$ cat src/hw/rtl/nrmc_pkg.sv
`timescale 1ns / 1ps
// ----------------------------------------------------------------------------
// NMEA RMC position extractor package
// Character codes, line layout constants, the walk program table and the
// record type for display line writes.
// ----------------------------------------------------------------------------
package nrmc_pkg;

	localparam int unsigned DEF_PACKET_BYTES = 64;
	localparam int unsigned LINE_CHARS       = 16;
	localparam int unsigned LINE_IDX_W       = 5;

	localparam logic [7:0] CH_DOLLAR = 8'h24;
	localparam logic [7:0] CH_M      = 8'h4D;
	localparam logic [7:0] CH_C      = 8'h43;
	localparam logic [7:0] CH_A      = 8'h41;
	localparam logic [7:0] CH_COMMA  = 8'h2C;
	localparam logic [7:0] CH_SPACE  = 8'h20;

	localparam logic [4:0] LAST_INDEX = 5'd31;

	typedef enum logic [2:0] {
		OP_SCAN   = 3'd0,
		OP_STATUS = 3'd1,
		OP_CLEAR  = 3'd2,
		OP_COPY   = 3'd3,
		OP_PUT    = 3'd4
	} op_kind_t;

	typedef struct packed {
		op_kind_t    kind;
		logic [5:0]  from;
		logic [5:0]  to;
	} op_t;

	typedef struct packed {
		logic        we;
		logic [4:0]  addr;
		logic [7:0]  data;
	} line_wr_t;

	localparam logic [3:0] OP_LAST = 4'd13;

	// Walk program. Line addresses 0-15 are the latitude line, 16-31 the
	// longitude line. A copy fills slots from..to-1 at most, stopping at a comma.
	function automatic op_t nrmc_op(input logic [3:0] pc);
		op_t op;
		op = '{kind: OP_SCAN, from: 6'd0, to: 6'd0};
		case (pc)
			4'd0:    op = '{kind: OP_SCAN,   from: 6'd0,  to: 6'd0};
			4'd1:    op = '{kind: OP_SCAN,   from: 6'd0,  to: 6'd0};
			4'd2:    op = '{kind: OP_STATUS, from: 6'd15, to: 6'd0};
			4'd3:    op = '{kind: OP_CLEAR,  from: 6'd0,  to: 6'd32};
			4'd4:    op = '{kind: OP_SCAN,   from: 6'd0,  to: 6'd0};
			4'd5:    op = '{kind: OP_COPY,   from: 6'd4,  to: 6'd6};
			4'd6:    op = '{kind: OP_COPY,   from: 6'd7,  to: 6'd16};
			4'd7:    op = '{kind: OP_SCAN,   from: 6'd0,  to: 6'd0};
			4'd8:    op = '{kind: OP_PUT,    from: 6'd15, to: 6'd0};
			4'd9:    op = '{kind: OP_SCAN,   from: 6'd0,  to: 6'd0};
			4'd10:   op = '{kind: OP_COPY,   from: 6'd20, to: 6'd23};
			4'd11:   op = '{kind: OP_COPY,   from: 6'd24, to: 6'd32};
			4'd12:   op = '{kind: OP_SCAN,   from: 6'd0,  to: 6'd0};
			4'd13:   op = '{kind: OP_PUT,    from: 6'd31, to: 6'd0};
			default: op = '{kind: OP_SCAN,   from: 6'd0,  to: 6'd0};
		endcase
		return op;
	endfunction

	// Character written by the clearing sweep: the line prefixes, else space.
	function automatic logic [7:0] nrmc_clear_char(input logic [4:0] idx);
		logic [7:0] ch;
		ch = CH_SPACE;
		case (idx)
			5'd0:    ch = 8'h4C;
			5'd1:    ch = 8'h61;
			5'd2:    ch = 8'h74;
			5'd3:    ch = 8'h3A;
			5'd16:   ch = 8'h4C;
			5'd17:   ch = 8'h6F;
			5'd18:   ch = 8'h6E;
			5'd19:   ch = 8'h3A;
			default: ch = CH_SPACE;
		endcase
		return ch;
	endfunction

endpackage

$ cat src/hw/rtl/nmea_rmc_position_extractor_unit.sv
`timescale 1ns / 1ps
// ----------------------------------------------------------------------------
// NMEA RMC position extractor
// Collects the bytes after each '$', walks RMC sentences to rebuild the
// latitude and longitude display lines, and sends out all 32 characters.
// ----------------------------------------------------------------------------
// Channel   Direction  Handshake          Payload
// input     in         in_valid/in_stall  rx_byte
// output    out        out_valid/out_stall display_index, display_char, last_char
//
// Bytes are taken one per cycle while the block hunts for '$' and collects.
// The last byte of an RMC packet starts the walker, which inspects packet bytes
// through the packet memory read port and, for a valid fix, runs a sweep over all
// 32 line slots. Then 32 characters leave at one per cycle unless out_stall holds
// them; in_stall stays high from the last packet byte until the final character
// is loaded into the output. Reset sets both display lines to spaces; the packet
// memory is not cleared.
// ----------------------------------------------------------------------------
module nmea_rmc_position_extractor_unit #(
	parameter int unsigned PACKET_BYTES = nrmc_pkg::DEF_PACKET_BYTES
) (
	input  logic        clk,
	input  logic        arst_n,
	input  logic        in_valid,
	output logic        in_stall,
	input  logic [7:0]  rx_byte,
	output logic        out_valid,
	input  logic        out_stall,
	output logic [4:0]  display_index,
	output logic [7:0]  display_char,
	output logic        last_char
);
	import nrmc_pkg::*;

	localparam int unsigned AW = $clog2(PACKET_BYTES);
	localparam int unsigned PW = $clog2(PACKET_BYTES + 1);

	typedef enum logic [2:0] {
		S_COLLECT = 3'b001,
		S_WALK    = 3'b010,
		S_EMIT    = 3'b100
	} state_t;

	state_t        state_q;
	logic [PW-1:0] cnt_q;
	logic          is_m_q;
	logic          is_c_q;
	logic [7:0]    line_q [2*LINE_CHARS];
	logic [4:0]    emit_k_q;
	logic          out_valid_q;
	logic [4:0]    index_q;
	logic [7:0]    char_q;
	logic          last_q;

	logic          acc;
	logic          storing;
	logic [PW-1:0] cnt_m1;
	logic [AW-1:0] wr_addr;
	logic          start;
	logic          walk_done;
	logic          load;
	line_wr_t      line_wr;

	assign in_stall = (state_q != S_COLLECT);
	assign acc      = in_valid && !in_stall;
	// A nonzero count k means k-1 packet bytes are already stored.
	assign storing  = acc && (cnt_q != '0);
	assign cnt_m1   = cnt_q - PW'(1);
	assign wr_addr  = cnt_m1[AW-1:0];
	assign start    = storing && (cnt_q == PW'(PACKET_BYTES)) && is_m_q && is_c_q;
	assign load     = (state_q == S_EMIT) && (!out_valid_q || !out_stall);

	nrmc_walker #(
		.PACKET_BYTES(PACKET_BYTES)
	) u_walker (
		.clk     (clk),
		.arst_n  (arst_n),
		.wr_en   (storing),
		.wr_addr (wr_addr),
		.wr_data (rx_byte),
		.start   (start),
		.line_wr (line_wr),
		.done    (walk_done)
	);

	always_ff @(posedge clk) begin
		if (storing && wr_addr == AW'(3)) begin
			is_m_q <= (rx_byte == CH_M);
		end
		if (storing && wr_addr == AW'(4)) begin
			is_c_q <= (rx_byte == CH_C);
		end
	end

	always_ff @(posedge clk or negedge arst_n) begin
		if (!arst_n) begin
			for (int j = 0; j < 2 * LINE_CHARS; j++) begin
				line_q[j] <= CH_SPACE;
			end
		end else if (line_wr.we) begin
			line_q[line_wr.addr] <= line_wr.data;
		end
	end

	always_ff @(posedge clk or negedge arst_n) begin
		if (!arst_n) begin
			state_q     <= S_COLLECT;
			cnt_q       <= '0;
			emit_k_q    <= '0;
			out_valid_q <= 1'b0;
		end else begin
			case (state_q)
				S_COLLECT: begin
					if (acc) begin
						if (cnt_q == '0) begin
							if (rx_byte == CH_DOLLAR) begin
								cnt_q <= PW'(1);
							end
						end else if (cnt_q == PW'(PACKET_BYTES)) begin
							cnt_q <= '0;
							if (start) begin
								state_q <= S_WALK;
							end
						end else begin
							cnt_q <= cnt_q + PW'(1);
						end
					end
				end
				S_WALK: begin
					if (walk_done) begin
						emit_k_q <= '0;
						state_q  <= S_EMIT;
					end
				end
				S_EMIT: begin
					if (load) begin
						emit_k_q <= emit_k_q + 5'd1;
						if (emit_k_q == LAST_INDEX) begin
							state_q <= S_COLLECT;
						end
					end
				end
				default: state_q <= S_COLLECT;
			endcase
			if (load) begin
				out_valid_q <= 1'b1;
			end else if (!out_stall) begin
				out_valid_q <= 1'b0;
			end
		end
	end

	always_ff @(posedge clk) begin
		if (load) begin
			index_q <= emit_k_q;
			char_q  <= line_q[emit_k_q];
			last_q  <= (emit_k_q == LAST_INDEX);
		end
	end

	assign out_valid     = out_valid_q;
	assign display_index = index_q;
	assign display_char  = char_q;
	assign last_char     = last_q;

endmodule

$ cat src/hw/rtl/nrmc_walker.sv
`timescale 1ns / 1ps
// ----------------------------------------------------------------------------
// NMEA RMC packet walker
// Holds the packet bytes and runs the field walk program over them with byte
// compares for comma and fix status and a packet pointer, emitting display line writes.
// ----------------------------------------------------------------------------
module nrmc_walker #(
	parameter int unsigned PACKET_BYTES = nrmc_pkg::DEF_PACKET_BYTES,
	localparam int unsigned AW = $clog2(PACKET_BYTES)
) (
	input  logic                clk,
	input  logic                arst_n,
	input  logic                wr_en,
	input  logic [AW-1:0]       wr_addr,
	input  logic [7:0]          wr_data,
	input  logic                start,
	output nrmc_pkg::line_wr_t  line_wr,
	output logic                done
);
	import nrmc_pkg::*;

	localparam int unsigned PW = $clog2(PACKET_BYTES + 1);

	typedef enum logic [2:0] {
		W_IDLE = 3'b001,
		W_OP   = 3'b010,
		W_EVAL = 3'b100
	} wstate_t;

	logic [7:0]    mem [PACKET_BYTES];
	logic [7:0]    rd_q;
	wstate_t       state_q, state_n;
	logic [3:0]    pc_q, pc_n;
	logic [PW-1:0] pos_q, pos_n;
	logic [5:0]    i_q, i_n;
	logic [AW-1:0] rd_addr;
	logic          pos_end;
	logic [7:0]    cur_byte;
	logic          is_comma;
	logic          advance;
	op_t           op;
	op_t           op_next;
	op_t           op_first;

	assign pos_end  = (pos_q == PW'(PACKET_BYTES));
	assign rd_addr  = pos_end ? '0 : pos_q[AW-1:0];
	// Positions at or past the end of the packet read as a comma.
	assign cur_byte = pos_end ? CH_COMMA : rd_q;
	assign is_comma = (cur_byte == CH_COMMA);
	assign op       = nrmc_op(pc_q);
	assign op_next  = nrmc_op(pc_q + 4'd1);
	assign op_first = nrmc_op(4'd0);

	always_ff @(posedge clk) begin
		if (wr_en) begin
			mem[wr_addr] <= wr_data;
		end
		rd_q <= mem[rd_addr];
	end

	always_comb begin
		state_n = state_q;
		pc_n    = pc_q;
		pos_n   = pos_q;
		i_n     = i_q;
		line_wr = '0;
		done    = 1'b0;
		advance = 1'b0;
		case (state_q)
			W_IDLE: begin
				if (start) begin
					pc_n    = '0;
					pos_n   = '0;
					i_n     = op_first.from;
					state_n = W_OP;
				end
			end
			W_OP: begin
				case (op.kind)
					OP_CLEAR: begin
						line_wr.we   = 1'b1;
						line_wr.addr = i_q[4:0];
						line_wr.data = nrmc_clear_char(i_q[4:0]);
						i_n          = i_q + 6'd1;
						if (i_q + 6'd1 == op.to) begin
							advance = 1'b1;
						end
					end
					OP_COPY: begin
						if (i_q >= op.to) begin
							advance = 1'b1;
						end else begin
							state_n = W_EVAL;
						end
					end
					default: state_n = W_EVAL;
				endcase
			end
			W_EVAL: begin
				case (op.kind)
					OP_SCAN: begin
						if (pos_end) begin
							advance = 1'b1;
						end else begin
							pos_n = pos_q + PW'(1);
							if (is_comma) begin
								advance = 1'b1;
							end else begin
								state_n = W_OP;
							end
						end
					end
					OP_STATUS: begin
						if (cur_byte != CH_A) begin
							line_wr.we   = 1'b1;
							line_wr.addr = op.from[4:0];
							line_wr.data = cur_byte;
							done         = 1'b1;
							state_n      = W_IDLE;
						end else begin
							advance = 1'b1;
						end
					end
					OP_COPY: begin
						if (is_comma) begin
							advance = 1'b1;
						end else begin
							line_wr.we   = 1'b1;
							line_wr.addr = i_q[4:0];
							line_wr.data = cur_byte;
							i_n          = i_q + 6'd1;
							pos_n        = pos_q + PW'(1);
							state_n      = W_OP;
						end
					end
					OP_PUT: begin
						line_wr.we   = 1'b1;
						line_wr.addr = op.from[4:0];
						line_wr.data = cur_byte;
						advance      = 1'b1;
					end
					default: state_n = W_IDLE;
				endcase
			end
			default: state_n = W_IDLE;
		endcase
		if (advance) begin
			if (pc_q == OP_LAST) begin
				done    = 1'b1;
				state_n = W_IDLE;
			end else begin
				pc_n    = pc_q + 4'd1;
				i_n     = op_next.from;
				state_n = W_OP;
			end
		end
	end

	always_ff @(posedge clk or negedge arst_n) begin
		if (!arst_n) begin
			state_q <= W_IDLE;
			pc_q    <= '0;
			pos_q   <= '0;
			i_q     <= '0;
		end else begin
			state_q <= state_n;
			pc_q    <= pc_n;
			pos_q   <= pos_n;
			i_q     <= i_n;
		end
	end

endmodule

$ cat config.mk
export PLATFORM = sky130hd
export DESIGN_NAME = nmea_rmc_position_extractor_unit
export DESIGN_NICKNAME = d
export VERILOG_FILES = /design/src/hw/rtl/nrmc_pkg.sv /design/src/hw/rtl/nmea_rmc_position_extractor_unit.sv /design/src/hw/rtl/nrmc_walker.sv
export SDC_FILE = /design/constraint.sdc
export NUM_CORES = 1
export LEC_CHECK = 0
export BUFFER_PORTS_ARGS = -buffer_cell sky130_fd_sc_hd__buf_2
export CAP_MARGIN = 5
export CORE_ASPECT_RATIO = 1.25
export CORE_MARGIN = 4
export CORE_UTILIZATION = 40
export CTS_CLUSTER_DIAMETER = 200
export DETAILED_ROUTE_END_ITERATION = 16
export PLACE_DENSITY = 0.58
export SYNTH_ARGS = -nofsm -noshare
export SYNTH_HDL_FRONTEND = slang
export SYNTH_SLANG_ARGS = --single-unit
$ cat constraint.sdc
create_clock -name clk -period 5.4 [get_ports clk]
set_clock_uncertainty 0.15 [all_clocks]
set_input_delay 0.54 -clock clk [delete_from_list [all_inputs] [get_ports clk]]
set_output_delay 0.54 -clock clk [all_outputs]
set_load 0.01 [all_outputs]
==> run metrics <==
ANT cells 0; Max-Cap Viols 0; ANT nets after route 0; Synth top area share 0.4268; CP Max Fanout 15; relative slew slack 0.1307; IR drop worst, VDD approximately 0.28 mV; Hold Vio Cnt, Final 0; critical path type reg2reg; most common cell in the netlist edfxtp_1; Setup crit end kind flip-flop; RSZ-0062 raised after global routing false; grt ovf 0; vias in the first global route 22,853; cell count after synthesis 2,532; vias per cell about 6; DRC errors left 0; Final Core Density 0.4509; final slew viol count 0; Post-synth EDFFs 528; worst r2r src u_walker.pos_q[0]; Die X 280.6 um; share of post-route cells with drive strength above 1 0.2716; Setup crit start kind flip-flop; CTS clk-pin slew, worst paths 0.06 ns; Net Count, Synth 2,570; Port Buf Inserts 27; first-pass GRT wire length between 100 and 150 mm; Synth Cell Area 0.03715 sq mm; critical path, cell by cell inv_1 > buf_4 > ha_1 > and4bb_1 > nand2_1 > nand2_1 > inv_1 > ha_1 > a22oi_1 > nand4_2 > nor3_2 > mux2_2; crit share post-route 0.8130; Area Overhead vs Synth 11.48%; flop-to-flop setup slack 1.01 ns; metal3 WL slightly below 5 mm; root buffer cell clkbuf_16; antenna violations before repair 0; R2R depth 12; Ports 28; top cells by area, synth edfxtp_1 43%, dfrtp_1 17%, mux2_2 9.4%, mux4_2 5.0%, mux2i_1 3.8%; area leader, netlist edfxtp_1; die area 0.09784 sq mm; pin count of the biggest net entering global routing 193; standard-cell rows 124; Met1 Wirelength 39.05 mm; Worst-Margin Slew 1.304 ns; GR Util All Layers 0.1955; status finished, final reports clean; total vias in the final route roughly 22,000; post-synthesis cell type count 94; met2 wire len 49.33 mm; crit path launch u_walker.pos_q[0]; Seq cells post-synth 828; Non-Filler Instances 3,796; final layout net count 2,569; min cycle time layout 4.390 ns; GP Congestion 0.8762; hold crit path type in2reg; DIE HEIGHT ~350 um; Worst EP required 5.77 ns; final WL 96.36 mm; fmax 0.2278 GHz; DRT Pass-1 Iters 5; reg-to-reg endpoint line_q[206]; Critical-path top delay cell nor3_2; uppermost layer routed met4; TritonCTS clock tree built; maximum clock path buffer count 3; Detailed Route Iter0 Violations 1,907; setup TNS 0 ns; total power 0.01356 W; Setup crit end line_q[206]; Core Area 0.09185 sq mm; Num CTS Buffers between 80 and 90; htree depth 3; DP HPWL 62.13 mm; Placed Cells 3,639; arrival time worst endpoint roughly 4.8 ns; Pwr Density 327.5 mW/mm^2; max incr delay on CP 0.64 ns; final setup fails 0; clk_lat worst skew 0.65 ns; drt wl/cell 25.38 um; Commonest cells post-synth 528 x edfxtp_1, 309 x mux2_2, 258 x dfrtp_1; Post-synth ARST share 0.3527; sequential share of the synthesized area 0.6290; Synth Flop Type edfxtp_1; Avg Inst Size Synth 14.67 sq um; Static Leak between 15 and 20 nW; CTS Sinks a little over 800; Starting Density 0.4045; Yosys warnings 0
[final cells by class]
cell class / instances / area [sq um]
inverter: 47 / 176.4
multi-input combinational: 1491 / 13010
fill: 8181 / 50440
tap: 1197 / 1498
clock buffer: 113 / 2325
clock inverter: 42 / 456.7
timing repair buffer: 78 / 570.5
sequential: 828 / 23370
[worst min path at each step]
stage	start	endpoint	slack, ns	cells past startpoint
floorplan	arst_n	cnt_q[0]	0.09	0
global placement	line_q[183]	line_q[183]	0.32	1
detailed placement	line_q[183]	line_q[183]	0.33	1
CTS	rx_byte[0]	u_walker.mem[5][0]	0.06	1
global route	rx_byte[0]	u_walker.mem[5][0]	0.08	1
finish	rx_byte[0]	u_walker.mem[5][0]	0.09	1
[layout by cell type, fill, tap and decap left out, drive strengths merged, types with 5 or more instances in the layout]
master / Yosys / final
a2111oi: 25 / 25
a211oi: 28 / 28
a21oi: 76 / 76
a221oi: 24 / 24
a22oi: 10 / 10
a311oi: 10 / 10
a31oi: 10 / 10
and2: 7 / 7
and3: 40 / 40
buf: 40 / 76
bufinv: 0 / 7
clkbuf: 126 / 113
clkinv: 3 / 37
dfrtp: 258 / 258
dfstp: 34 / 34
dfxtp: 8 / 8
edfxtp: 528 / 528
ha: 26 / 26
inv: 44 / 45
mux2: 317 / 317
mux2i: 141 / 141
mux4: 82 / 82
nand2: 132 / 132
nand2b: 21 / 21
nand3: 62 / 62
nand3b: 10 / 10
nand4: 13 / 13
nor2: 126 / 126
nor2b: 14 / 14
nor3: 50 / 50
nor4: 10 / 10
nor4b: 5 / 5
o21ai: 87 / 87
o221ai: 24 / 24
o22ai: 26 / 26
o311ai: 8 / 8
o31ai: 7 / 7
o32ai: 6 / 6
or3: 11 / 11
xor2: 6 / 6
[flip-flops by register name (all words and copies together) (netlist names), 3 cells and up]
signal            count
line_q              256
display_char          8
u_walker.mem        512
state_q               3
cnt_q                 7
u_walker.rd_q         8
u_walker.pc_q         4
u_walker.pos_q        7
emit_k_q              5
u_walker.i_q          6
u_walker.state_q      3
display_index         5
[worst max-delay path: cells and delay by family, from the launching register on]
family / cells / cell delay, ns
simple gates: 5 / 1.84
compound gates: 1 / 0.56
flops: 1 / 0.49
fa+ha+maj: 2 / 0.42
mux: 1 / 0.41
buf+inv: 3 / 0.39
[repair_timing]
item                      4_1_cts  5_1_grt
hold buffers                    2        0
setup buffers                   0        0
hold endpoints to repair       55        0
gates resized for setup         0        0
[kinds of logic (layout without fill, tap and decap cells)]
kind of cell | count (synthesis) | count (layout) | share of synthesized area
adders and majority gates | 26 | 26 | 0.008757
muxes | 540 | 540 | 0.1844
AOI/OAI and AO/OA | 391 | 391 | 0.07541
DFF | 828 | 828 | 0.6290
buffers and inverters | 213 | 280 | 0.02307
xor gates and xnor gates | 10 | 10 | 0.002358
and+or+nand+nor | 524 | 524 | 0.07703
[where the power goes]
part | switching (W) | internal, W | total, W | leakage, nW
Combinational | 0.000587 | 0.000141 | 0.000728 | 5.56
Sequential | 0.0000681 | 0.00693 | 0.00700 | 8.67
Clock | 0.00245 | 0.00338 | 0.00583 | 1.37
[through the flow]
stage | cell area, sq um | worst slack (ns) | hold slack (ns)
6_report | 41410 | 1.010 | 0.08766
5_1_grt | 41410 | 0.8040 | 0.07897
4_1_cts | 41410 | 1.075 | 0.06255
3_5_place_dp | 38610 | 1.079 | 0.3311
3_3_place_gp | 38610 | 1.158 | 0.3210
2_1_floorplan | 37150 | 1.488 | 0.09441
[per-layer routing]
layer  track usage  up-vias
met5             0        -
met4       0.06321        0
met2        0.3454      725
li1              -     9794
met3       0.02853      169
met1        0.2483    11596
(Power assumes the default switching activity.)
